===== src/smfa_pkg.sv =====
// Shared constants, codes and types of the sign-magnitude fixed-point ALU.
package smfa_pkg;

   localparam int FRAC_BITS_DEFAULT = 5;
   localparam int MAG_W = 15;
   localparam int WORD_W = 16;
   localparam int PROD_W = 2 * MAG_W;

   localparam logic [3:0] KIND_ADD      = 4'd0;
   localparam logic [3:0] KIND_SUB      = 4'd1;
   localparam logic [3:0] KIND_MUL      = 4'd2;
   localparam logic [3:0] KIND_DIV      = 4'd3;
   localparam logic [3:0] KIND_NEG      = 4'd4;
   localparam logic [3:0] KIND_ABS      = 4'd5;
   localparam logic [3:0] KIND_COMPARE  = 4'd6;
   localparam logic [3:0] KIND_TO_INT   = 4'd7;
   localparam logic [3:0] KIND_FROM_INT = 4'd8;

   localparam logic [1:0] ORDER_LESS    = 2'b11;
   localparam logic [1:0] ORDER_EQUAL   = 2'b00;
   localparam logic [1:0] ORDER_GREATER = 2'b01;

   // Fields that ride alongside the divider stages.
   typedef struct packed {
      logic [3:0]        kind;
      logic              neg;
      logic [PROD_W-1:0] prod;
      logic [WORD_W-1:0] word;
      logic [10:0]       ires;
      logic [1:0]        order;
      logic              ovf;
   } side_type;

   // Attach the sign; a zero magnitude is always positive.
   function automatic logic [WORD_W-1:0] pack_word(input logic neg,
                                                   input logic [MAG_W-1:0] mag);
      pack_word = {neg && (mag != '0), mag};
   endfunction

endpackage


===== src/smfa_if.sv =====
// Request and response channel interfaces of the sign-magnitude ALU.
interface smfa_req_if;
   logic               valid;
   logic               ready;
   logic [3:0]         kind;
   logic [15:0]        operand_a;
   logic [15:0]        operand_b;
   logic signed [15:0] int_value;

   modport source (output valid, kind, operand_a, operand_b, int_value, input ready);
   modport sink   (input valid, kind, operand_a, operand_b, int_value, output ready);
endinterface

interface smfa_rsp_if;
   logic               valid;
   logic               ready;
   logic [15:0]        result_word;
   logic signed [10:0] int_result;
   logic signed [1:0]  order;
   logic               overflow;
   logic               divide_by_zero;

   modport source (output valid, result_word, int_result, order, overflow, divide_by_zero,
                   input ready);
   modport sink   (input valid, result_word, int_result, order, overflow, divide_by_zero,
                   output ready);
endinterface


===== src/smfa_div_pipe.sv =====
// Pipelined restoring divider: one quotient bit per stage, side fields carried along.
module smfa_div_pipe
   import smfa_pkg::*;
#(
   parameter int FRAC_BITS = FRAC_BITS_DEFAULT
) (
   input  logic                      clock,
   input  logic                      reset,
   input  logic                      advance,
   input  logic                      in_valid,
   input  side_type                  in_side,
   input  logic [MAG_W+FRAC_BITS-1:0] in_num,
   input  logic [MAG_W-1:0]          in_den,
   output logic                      out_valid,
   output side_type                  out_side,
   output logic [MAG_W+FRAC_BITS-1:0] out_quot,
   output logic                      out_den_zero
);
   localparam int DQ = MAG_W + FRAC_BITS;

   logic              valid_ff [DQ];
   side_type          side_ff  [DQ];
   logic [DQ-1:0]     num_ff   [DQ];
   logic [DQ-1:0]     quot_ff  [DQ];
   logic [MAG_W-1:0]  rem_ff   [DQ];
   logic [MAG_W-1:0]  den_ff   [DQ];

   logic [DQ-1:0]     num_in   [DQ];
   logic [DQ-1:0]     quot_in  [DQ];
   logic [MAG_W-1:0]  rem_in   [DQ];

   always_comb begin
      logic [DQ-1:0]    num_prev;
      logic [DQ-1:0]    quot_prev;
      logic [MAG_W-1:0] rem_prev;
      logic [MAG_W-1:0] den_cur;
      logic [MAG_W:0]   trial;
      for (int i = 0; i < DQ; i++) begin
         if (i == 0) begin
            num_prev  = in_num;
            quot_prev = '0;
            rem_prev  = '0;
            den_cur   = in_den;
         end else begin
            num_prev  = num_ff[i-1];
            quot_prev = quot_ff[i-1];
            rem_prev  = rem_ff[i-1];
            den_cur   = den_ff[i-1];
         end
         trial = {rem_prev, num_prev[DQ-1]};
         num_in[i] = num_prev << 1;
         if (trial >= {1'b0, den_cur}) begin
            rem_in[i]  = MAG_W'(trial - {1'b0, den_cur});
            quot_in[i] = {quot_prev[DQ-2:0], 1'b1};
         end else begin
            rem_in[i]  = trial[MAG_W-1:0];
            quot_in[i] = {quot_prev[DQ-2:0], 1'b0};
         end
      end
   end

   always_ff @(posedge clock) begin
      if (reset) begin
         for (int i = 0; i < DQ; i++) valid_ff[i] <= 1'b0;
      end else if (advance) begin
         valid_ff[0] <= in_valid;
         for (int i = 1; i < DQ; i++) valid_ff[i] <= valid_ff[i-1];
      end
   end

   always_ff @(posedge clock) begin
      if (advance) begin
         side_ff[0] <= in_side;
         den_ff[0]  <= in_den;
         for (int i = 1; i < DQ; i++) begin
            side_ff[i] <= side_ff[i-1];
            den_ff[i]  <= den_ff[i-1];
         end
         for (int i = 0; i < DQ; i++) begin
            num_ff[i]  <= num_in[i];
            quot_ff[i] <= quot_in[i];
            rem_ff[i]  <= rem_in[i];
         end
      end
   end

   assign out_valid    = valid_ff[DQ-1];
   assign out_side     = side_ff[DQ-1];
   assign out_quot     = quot_ff[DQ-1];
   assign out_den_zero = (den_ff[DQ-1] == '0);
endmodule


===== src/sign_magnitude_fixed_point_alu.sv =====
// Pipeline from request to response: input register, one divider stage per quotient bit
// (15 + FRAC_BITS of them), output register.
// Throughput: one transaction per cycle; the whole pipeline holds while a response waits.
// Reset (synchronous, active high) clears all valid bits; payload registers are not reset.
module sign_magnitude_fixed_point_alu
   import smfa_pkg::*;
#(
   parameter int FRAC_BITS = FRAC_BITS_DEFAULT
) (
   input  logic       clock,
   input  logic       reset,
   smfa_req_if.sink   req,
   smfa_rsp_if.source rsp
);
   localparam int DQ = MAG_W + FRAC_BITS;
   localparam int INT_BITS = MAG_W - FRAC_BITS;
   localparam logic [15:0] KEEP = 16'((32'd1 << INT_BITS) - 32'd1);

   logic advance;
   assign advance   = !rsp.valid || rsp.ready;
   assign req.ready = advance;

   // Input register.
   logic        in_valid_ff;
   logic [3:0]  kind_ff;
   logic [15:0] a_ff, b_ff, iv_ff;

   always_ff @(posedge clock) begin
      if (reset) begin
         in_valid_ff <= 1'b0;
      end else if (advance) begin
         in_valid_ff <= req.valid;
      end
   end

   always_ff @(posedge clock) begin
      if (advance) begin
         kind_ff <= req.kind;
         a_ff    <= req.operand_a;
         b_ff    <= req.operand_b;
         iv_ff   <= req.int_value;
      end
   end

   // Operate stage: everything except the divide and the scaling of the product.
   side_type          side_in;
   logic [MAG_W-1:0]  ma, mb;
   logic              sa, sb;
   logic signed [16:0] va, vb, sum;
   logic [16:0]       sum_mag;
   logic [MAG_W-1:0]  ip;
   logic [15:0]       iv_mag;
   logic [MAG_W-1:0]  fi_mag;

   always_comb begin
      ma = a_ff[MAG_W-1:0];
      mb = b_ff[MAG_W-1:0];
      sa = a_ff[15];
      sb = b_ff[15];
      va = sa ? -$signed({2'b00, ma}) : $signed({2'b00, ma});
      vb = sb ? -$signed({2'b00, mb}) : $signed({2'b00, mb});
      sum = (kind_ff == KIND_SUB) ? va - vb : va + vb;
      sum_mag = sum[16] ? 17'(-sum) : 17'(sum);
      ip = ma >> FRAC_BITS;
      iv_mag = iv_ff[15] ? 16'(-iv_ff) : iv_ff;
      fi_mag = MAG_W'(32'(iv_mag & KEEP) << FRAC_BITS);

      side_in.kind  = kind_ff;
      side_in.neg   = sa ^ sb;
      side_in.prod  = PROD_W'(ma) * PROD_W'(mb);
      side_in.word  = '0;
      side_in.ires  = '0;
      side_in.order = ORDER_EQUAL;
      side_in.ovf   = 1'b0;
      case (kind_ff)
         KIND_ADD, KIND_SUB: begin
            side_in.word = pack_word(sum[16], sum_mag[MAG_W-1:0]);
            side_in.ovf  = |sum_mag[16:MAG_W];
         end
         KIND_NEG: side_in.word = pack_word(!sa, ma);
         KIND_ABS: side_in.word = {1'b0, ma};
         KIND_COMPARE: begin
            if (va < vb) side_in.order = ORDER_LESS;
            else if (va > vb) side_in.order = ORDER_GREATER;
         end
         KIND_TO_INT: side_in.ires = sa ? 11'(-ip) : 11'(ip);
         KIND_FROM_INT: begin
            side_in.word = pack_word(iv_ff[15], fi_mag);
            side_in.ovf  = iv_mag > KEEP;
         end
         default: ;
      endcase
   end

   logic             dp_valid;
   side_type         dp_side;
   logic [DQ-1:0]    dp_quot;
   logic             dp_den_zero;

   smfa_div_pipe #(.FRAC_BITS(FRAC_BITS)) u_div (
      .clock        (clock),
      .reset        (reset),
      .advance      (advance),
      .in_valid     (in_valid_ff),
      .in_side      (side_in),
      .in_num       ({ma, {FRAC_BITS{1'b0}}}),
      .in_den       (mb),
      .out_valid    (dp_valid),
      .out_side     (dp_side),
      .out_quot     (dp_quot),
      .out_den_zero (dp_den_zero)
   );

   // Output stage: scale the product, finish the divide, pick the result.
   logic [PROD_W-1:0] prod_sh;
   logic [15:0]       word_in;
   logic              ovf_in, dz_in;

   always_comb begin
      prod_sh = dp_side.prod >> FRAC_BITS;
      word_in = dp_side.word;
      ovf_in  = dp_side.ovf;
      dz_in   = 1'b0;
      case (dp_side.kind)
         KIND_MUL: begin
            word_in = pack_word(dp_side.neg, prod_sh[MAG_W-1:0]);
            ovf_in  = |prod_sh[PROD_W-1:MAG_W];
         end
         KIND_DIV: begin
            if (dp_den_zero) begin
               word_in = '0;
               ovf_in  = 1'b0;
               dz_in   = 1'b1;
            end else begin
               word_in = pack_word(dp_side.neg, dp_quot[MAG_W-1:0]);
               ovf_in  = |dp_quot[DQ-1:MAG_W];
            end
         end
         default: ;
      endcase
   end

   logic        out_valid_ff;
   logic [15:0] word_ff;
   logic [10:0] ires_ff;
   logic [1:0]  order_ff;
   logic        ovf_ff, dz_ff;

   always_ff @(posedge clock) begin
      if (reset) begin
         out_valid_ff <= 1'b0;
      end else if (advance) begin
         out_valid_ff <= dp_valid;
      end
   end

   always_ff @(posedge clock) begin
      if (advance) begin
         word_ff  <= word_in;
         ires_ff  <= dp_side.ires;
         order_ff <= dp_side.order;
         ovf_ff   <= ovf_in;
         dz_ff    <= dz_in;
      end
   end

   assign rsp.valid          = out_valid_ff;
   assign rsp.result_word    = word_ff;
   assign rsp.int_result     = ires_ff;
   assign rsp.order          = order_ff;
   assign rsp.overflow       = ovf_ff;
   assign rsp.divide_by_zero = dz_ff;
endmodule


===== src/flat_wrapper.sv =====
// flat-port wrapper written by rule: the top's interface ports become plain ports
module sign_magnitude_fixed_point_alu_flat import smfa_pkg::*;
#(
   parameter int FRAC_BITS = FRAC_BITS_DEFAULT
)
  (clock, reset, req_valid, req_kind, req_operand_a, req_operand_b, req_int_value, req_ready, rsp_valid, rsp_result_word, rsp_int_result, rsp_order, rsp_overflow, rsp_divide_by_zero, rsp_ready);
  smfa_req_if req_i ();
  smfa_rsp_if rsp_i ();
  input  logic clock;
  input  logic reset;
  input wire logic [$bits(req_i.valid)-1:0] req_valid;
  input wire logic [$bits(req_i.kind)-1:0] req_kind;
  input wire logic [$bits(req_i.operand_a)-1:0] req_operand_a;
  input wire logic [$bits(req_i.operand_b)-1:0] req_operand_b;
  input wire logic [$bits(req_i.int_value)-1:0] req_int_value;
  output wire logic [$bits(req_i.ready)-1:0] req_ready;
  output wire logic [$bits(rsp_i.valid)-1:0] rsp_valid;
  output wire logic [$bits(rsp_i.result_word)-1:0] rsp_result_word;
  output wire logic [$bits(rsp_i.int_result)-1:0] rsp_int_result;
  output wire logic [$bits(rsp_i.order)-1:0] rsp_order;
  output wire logic [$bits(rsp_i.overflow)-1:0] rsp_overflow;
  output wire logic [$bits(rsp_i.divide_by_zero)-1:0] rsp_divide_by_zero;
  input wire logic [$bits(rsp_i.ready)-1:0] rsp_ready;
  assign req_i.valid = req_valid;
  assign req_i.kind = req_kind;
  assign req_i.operand_a = req_operand_a;
  assign req_i.operand_b = req_operand_b;
  assign req_i.int_value = req_int_value;
  assign req_ready = req_i.ready;
  assign rsp_valid = rsp_i.valid;
  assign rsp_result_word = rsp_i.result_word;
  assign rsp_int_result = rsp_i.int_result;
  assign rsp_order = rsp_i.order;
  assign rsp_overflow = rsp_i.overflow;
  assign rsp_divide_by_zero = rsp_i.divide_by_zero;
  assign rsp_i.ready = rsp_ready;
  sign_magnitude_fixed_point_alu #(.FRAC_BITS(FRAC_BITS)) u_core (.clock(clock), .reset(reset), .req(req_i), .rsp(rsp_i));
endmodule

===== config.mk =====
export PLATFORM = sky130hd
export DESIGN_NAME = sign_magnitude_fixed_point_alu_flat
export DESIGN_NICKNAME = d
export VERILOG_FILES = /design/src/smfa_pkg.sv /design/src/smfa_if.sv /design/src/smfa_div_pipe.sv /design/src/sign_magnitude_fixed_point_alu.sv /design/src/flat_wrapper.sv
export SDC_FILE = /design/constraint.sdc
export NUM_CORES = 2
export LEC_CHECK = 0
export BUFFER_PORTS_ARGS = -buffer_cell sky130_fd_sc_hd__clkbuf_2
export CORE_ASPECT_RATIO = 0.8
export CORE_MARGIN = 1.5
export CORE_UTILIZATION = 60
export CTS_BUF_LIST = sky130_fd_sc_hd__clkbuf_8
export CTS_CLUSTER_SIZE = 25
export DETAILED_ROUTE_END_ITERATION = 12
export PLACE_DENSITY = 0.76
export SETUP_SLACK_MARGIN = 0.4
export SYNTH_ARGS = -nofsm -noshare
export SYNTH_HDL_FRONTEND = slang
export SYNTH_HIERARCHICAL = 1
export SYNTH_SLANG_ARGS = --single-unit

===== constraint.sdc =====
create_clock -name clock -period 121.5 [get_ports clock]
set_input_delay 12.15 -clock clock [delete_from_list [all_inputs] [get_ports clock]]
set_output_delay 12.15 -clock clock [all_outputs]
set_load 0.005 [all_outputs]

## Word level (Yosys, flattened, before mapping)

Memory sizes are Yosys's and may differ from the RTL's. A register that Yosys moved wholly into a read port is not among the register bits.
Index checks and enable logic that the tools add are counted.
W data, S select, Z words.

| word-level totals | value |
|---|---|
| register bits after elaboration | 84 |
| memory bits (writable) | 2700 |
| input port bits | 56 |
| output and inout port bits | 33 |
| logic and storage cells | 198 |
| memories | 6 |

Memory list:

| memory | depth | bits a word | read ports | clocked after memory_dff | write ports | RTL line | source |
|---|---|---|---|---|---|---|---|
| u_core.u_div.side_ff | 20 | 65 | 20 | 0 | 20 | smfa_div_pipe.sv:22 | `side_type side_ff [DQ];` |
| u_core.u_div.quot_ff | 20 | 20 | 20 | 0 | 20 | smfa_div_pipe.sv:24 | `logic [DQ-1:0] quot_ff [DQ];` |
| u_core.u_div.num_ff | 20 | 19 | 19 | 0 | 20 | smfa_div_pipe.sv:23 | `logic [DQ-1:0] num_ff [DQ];` |
| u_core.u_div.den_ff | 20 | 15 | 20 | 0 | 20 | smfa_div_pipe.sv:26 | `logic [MAG_W-1:0] den_ff [DQ];` |
| u_core.u_div.rem_ff | 20 | 15 | 19 | 0 | 20 | smfa_div_pipe.sv:25 | `logic [MAG_W-1:0] rem_ff [DQ];` |
| u_core.u_div.valid_ff | 20 | 1 | 20 | 1 | 20 | smfa_div_pipe.sv:21 | `logic valid_ff [DQ];` |

| operators by class | value |
|---|---|
| add/subtract/negate cells | 27 |
| multiply operators | 1 |
| order comparisons | 23 |
| equality and inequality tests | 8 |
| mux-type cells | 83 |
| bitwise logic cells | 21 |
| reduce and logical (&&, ||, !) cells | 19 |

Operator list:

| cell | number |
|---|---|
| $ge A16 B15 Y1 | 19 |
| $mux W15 | 20 |
| $sub A15 B15 Y15 | 19 |
| $reduce_bool A15 Y1 | 5 |
| $mux W17 | 4 |
| $pmux W16 S4 | 1 |
| $mux W1 | 49 |
| $neg A15 Y17 | 2 |
| $mux W16 | 2 |
| $pmux W16 S2 | 1 |
| $mul A15 B15 Y30 | 1 |
| $mux W11 | 2 |
| $or A1 B1 Y1 | 20 |
| $add A17 B17 Y17 | 1 |
| $gt A17 B17 Y1 | 1 |
| $lt A17 B17 Y1 | 1 |
| $neg A17 Y17 | 1 |
| $sub A17 B17 Y17 | 1 |
| $eq A4 B3 Y1 const B | 4 |
| $gt A16 B10 Y1 const B | 1 |
| $neg A16 Y16 | 1 |
| $ge A1 B15 Y1 | 1 |
| $logic_not A15 Y1 | 1 |
| $sub A1 B15 Y15 | 1 |
| 14 further kinds | 23 |

## Longest topological paths before layout

| depth | value |
|---|---|
| depth in word-level cells | 9 |
| gate-level depth with buffers | 26 |
| mapped depth without buffers | 24 |

## Cells and area by module

Netlist, hierarchy kept.

By module, submodules not included:

| module | times used | cells each | area an instance (um2) |
|---|---|---|---|
| smfa_div_pipe | 1 | 5036 | 87502.7 |
| sign_magnitude_fixed_point_alu | 1 | 1622 | 14340.0 |

## Worst setup path after synthesis

No wires, ideal clock.

| timing | value |
|---|---|
| path kind | input to output |
| start point | in rsp_ready |
| end point | out req_ready |
| data arrival time | 68474 ps |
| data required time | 109350 ps |
| setup slack | 40876 ps |
| stages | 1 |
| path buffers | 0 |
| cells stage by stage | nand2b_1 |

| between the ends | value |
|---|---|
| longest elaborated chain between the ends | 1 |

Ends and longest elaborated chain:

| what | RTL line | source |
|---|---|---|
| start, declared | flat_wrapper.sv:23 | `input wire logic [$bits(rsp_i.ready)-1:0] rsp_ready;` |
| $logic_or A1 B1 Y1 | sign_magnitude_fixed_point_alu.sv:20 | `assign advance = !rsp.valid \|\| rsp.ready;` |
| end, declared | flat_wrapper.sv:16 | `output wire logic [$bits(req_i.ready)-1:0] req_ready;` |

Every way passes these cells.

## Final worst setup path

Same ends and word-level chain as after synthesis.

==> impl_results.md <==
- Worst path max stage delay: 0.58 ns
- Die X: 457 um
- Cell area after layout: 107000 um^2
- Post-layout minimum cycle time: 25.24 ns
- Drc violations: 0
- I/O Buffers: 88
- Worst-skew pair later-pin latency: 1.01 ns
- Total Wirelength: 170000 um
- Buffer depth of the longest clock path: 4
- Met3 Use GR: 0.0387
- Vias in the first global route: 50900
- Placed cell area: 101000 um^2
- Syn avg cell area: 15.1 um^2
- CTS buffer count: 348
- Die height: 366 um
- Met1 GRT Util: 0.292
- Post-CTS sizing: 0
- CTS root buf: clkbuf_8
- Endpoints failing hold: 0
- CP arrival: 13.09 ns
- Final ANT Viol Nets: 0
- Layout cell share with drive strength beyond 1: 0.0992
- Worst-path clk slew: 0.07 ns
- YS warnings: 6
- Largest net degree at the start of global routing: 202
- Setup TNS: 0 ns
- GPL Wtd Cong: 0.954
- Most common cell after layout, fill and taps aside: edfxtp_1
- Skew final: 0.0960 ns
- Setup crit end kind: primary output
- Critical path type: in2out
- Status: finished, final reports clean
- Slew margin rel.: 0.207
- Setup violators final: 0
- Unrepaired setup endpoints after global routing: false
- Fillers: 10900
- Nets@finish: 7484
- Most frequent cell on the critical path: clkbuf_2
- Leak Pwr: 44.7 nW
- CORE AREA: 163000 um^2
- DRT iter0 DRCs: 4548
- Post-CTS Setup Bufs: 0
- VDD IR-drop max: 0.0000290 V
- Tot Pwr: 0.00230 W
- Drt via density: 5.62
- Fmax achieved: 39.6 MHz
- Worst Path Max Fanout: 41
- IO Count: 89
- Power per cell area: 21.4 nW/um^2
- Cts hold-fix bufs: 0
- All-layer global routing usage: 0.203
- Synth Cell Area: 98800 um^2
- Commonest non-fill, non-tap cells in the layout: edfxtp_1 (2288), inv_1 (728), ha_1 (418)
- Mapped Cells: 6553
- Initial Utilization: 0.607
- Post-detail-place hpwl: 114000 um
- Req. time, crit path: 109.35 ns
- Worst Setup Start Kind: input port
- Met2 Use GR: 0.308
- Buf/Inv on CP: 2
- HP Class: reg2reg
- Vias post-DR: 51800
- First-pass DRT Iterations: 6
- Initial antenna violation count: 10
- H-tree Lvls: 5
- Synth-to-Final Area Change: 8.63%
- Rows: 132
- GRT Max-Usage Layer: met2
- Worst path cell trace: clkbuf_2, nand2b_4, clkbuf_2
- Avg WL per Cell: 18.4 um
- Max-slew violation count: 0
- Tightest Pin Transition: 1.19 ns
- Max-capacitance violation count: 0
- Crit share post-route: 0.208
- Cell family with most CP delay: simple AND/OR/NAND/NOR gates
- Clock sink total: 2290
- Die area: 167000 um^2
- Slowest cell on crit path: nand2b_4
- CTS tree: yes
- GRT Residual Overflow: 0
- First-pass GRT wire length: 269000 um
## sequential cells by signal, summed over array words and instances, names as in the netlist
signal and cells:
u_core/rsp.divide_by_zero 1, u_core/rsp.int_result 11, u_core/rsp.overflow 1, u_core/rsp.order 2, u_core/u_div/quot_ff 210, u_core/u_div/valid_ff 20, u_core/u_div/den_ff 300, u_core/a_ff 16
u_core/in_valid_ff 1, u_core/iv_ff 16, u_core/b_ff 16, u_core/u_div/rem_ff 285, u_core/u_div/side_ff 1200, u_core/rsp.result_word 16, u_core/rsp.valid 1, u_core/u_div/num_ff 190
u_core/kind_ff 4
## cell type report
type / instances / area [um^2] / area share
flip-flops and latches: 2290 / 68700 / 0.640
multi-input cells: 3418 / 26500 / 0.247
clock buffers: 353 / 4860 / 0.0453
well taps: 2144 / 2680 / 0.0250
inverters: 624 / 2340 / 0.0218
clock inverters: 240 / 1240 / 0.0115
repair buffers: 141 / 913 / 0.00851
diodes: 5 / 12.5 / 0.000117
## worst reg2reg max path, cell delays in order (launching register included)
cell and delay [ns]:
edfxtp_1 1.00, nand2_1 0.19, fa_1 0.58, inv_1 0.05, fa_1 0.51, fa_1 0.54
fa_1 0.44, fa_1 0.54, inv_1 0.05, fa_1 0.53, inv_1 0.04, ha_1 0.34
a211o_1 0.31, a211oi_1 0.24, a21o_1 0.15, o31ai_1 0.14, a211oi_1 0.48, nor4_1 0.20
o41ai_1 0.57, mux2i_1 0.25, nand2_1 0.06
## path summary, 6_finish.rpt
kind / start / to / slack, ns / cells after the start
hold reg to reg: u_core/u_div/quot_ff[3][4]$_DFFE_PP_ / u_core/u_div/quot_ff[3][25]$_DFFE_PP_ / 0.34 / 0
setup / recovery: rsp_ready / req_ready / 96.26 / 3
hold / removal: u_core/u_div/quot_ff[3][4]$_DFFE_PP_ / u_core/u_div/quot_ff[3][25]$_DFFE_PP_ / 0.34 / 0
setup reg to reg: u_core/b_ff[5]$_DFFE_PP_ / u_core/u_div/side_ff[0][58]$_DFFE_PP_ / 114.02 / 20
## per-stage QoR
step | setup slack [ns] | utilization | cells | hold WS [ns]
after global placement | 96.23 | 0.622 | 8617 | 0.400
after CTS | 96.23 | 0.660 | 9210 | 0.325
final | 96.26 | 0.660 | 9215 | 0.338
after detailed placement | 96.23 | 0.622 | 8617 | 0.405
after floorplan | 43.25 | - | 6557 | 0.400
after global routing | 96.18 | 0.660 | 9213 | 0.331
## power breakdown
group	switching [W]	total [W]	internal, W
combinational	0.000358	0.000604	0.000247
sequential	0.0000580	0.00114	0.00108
clock	0.000273	0.000561	0.000288
## routing by layer
layer	up-vias	share of wire	wire length, um
met5	-	0	0
met4	0	0.032	5400
met3	387	0.065	11000
met2	1752	0.45	76500
met1	25000	0.45	76900
li1	24600	-	-
Power figures use the tool's default switching activity.
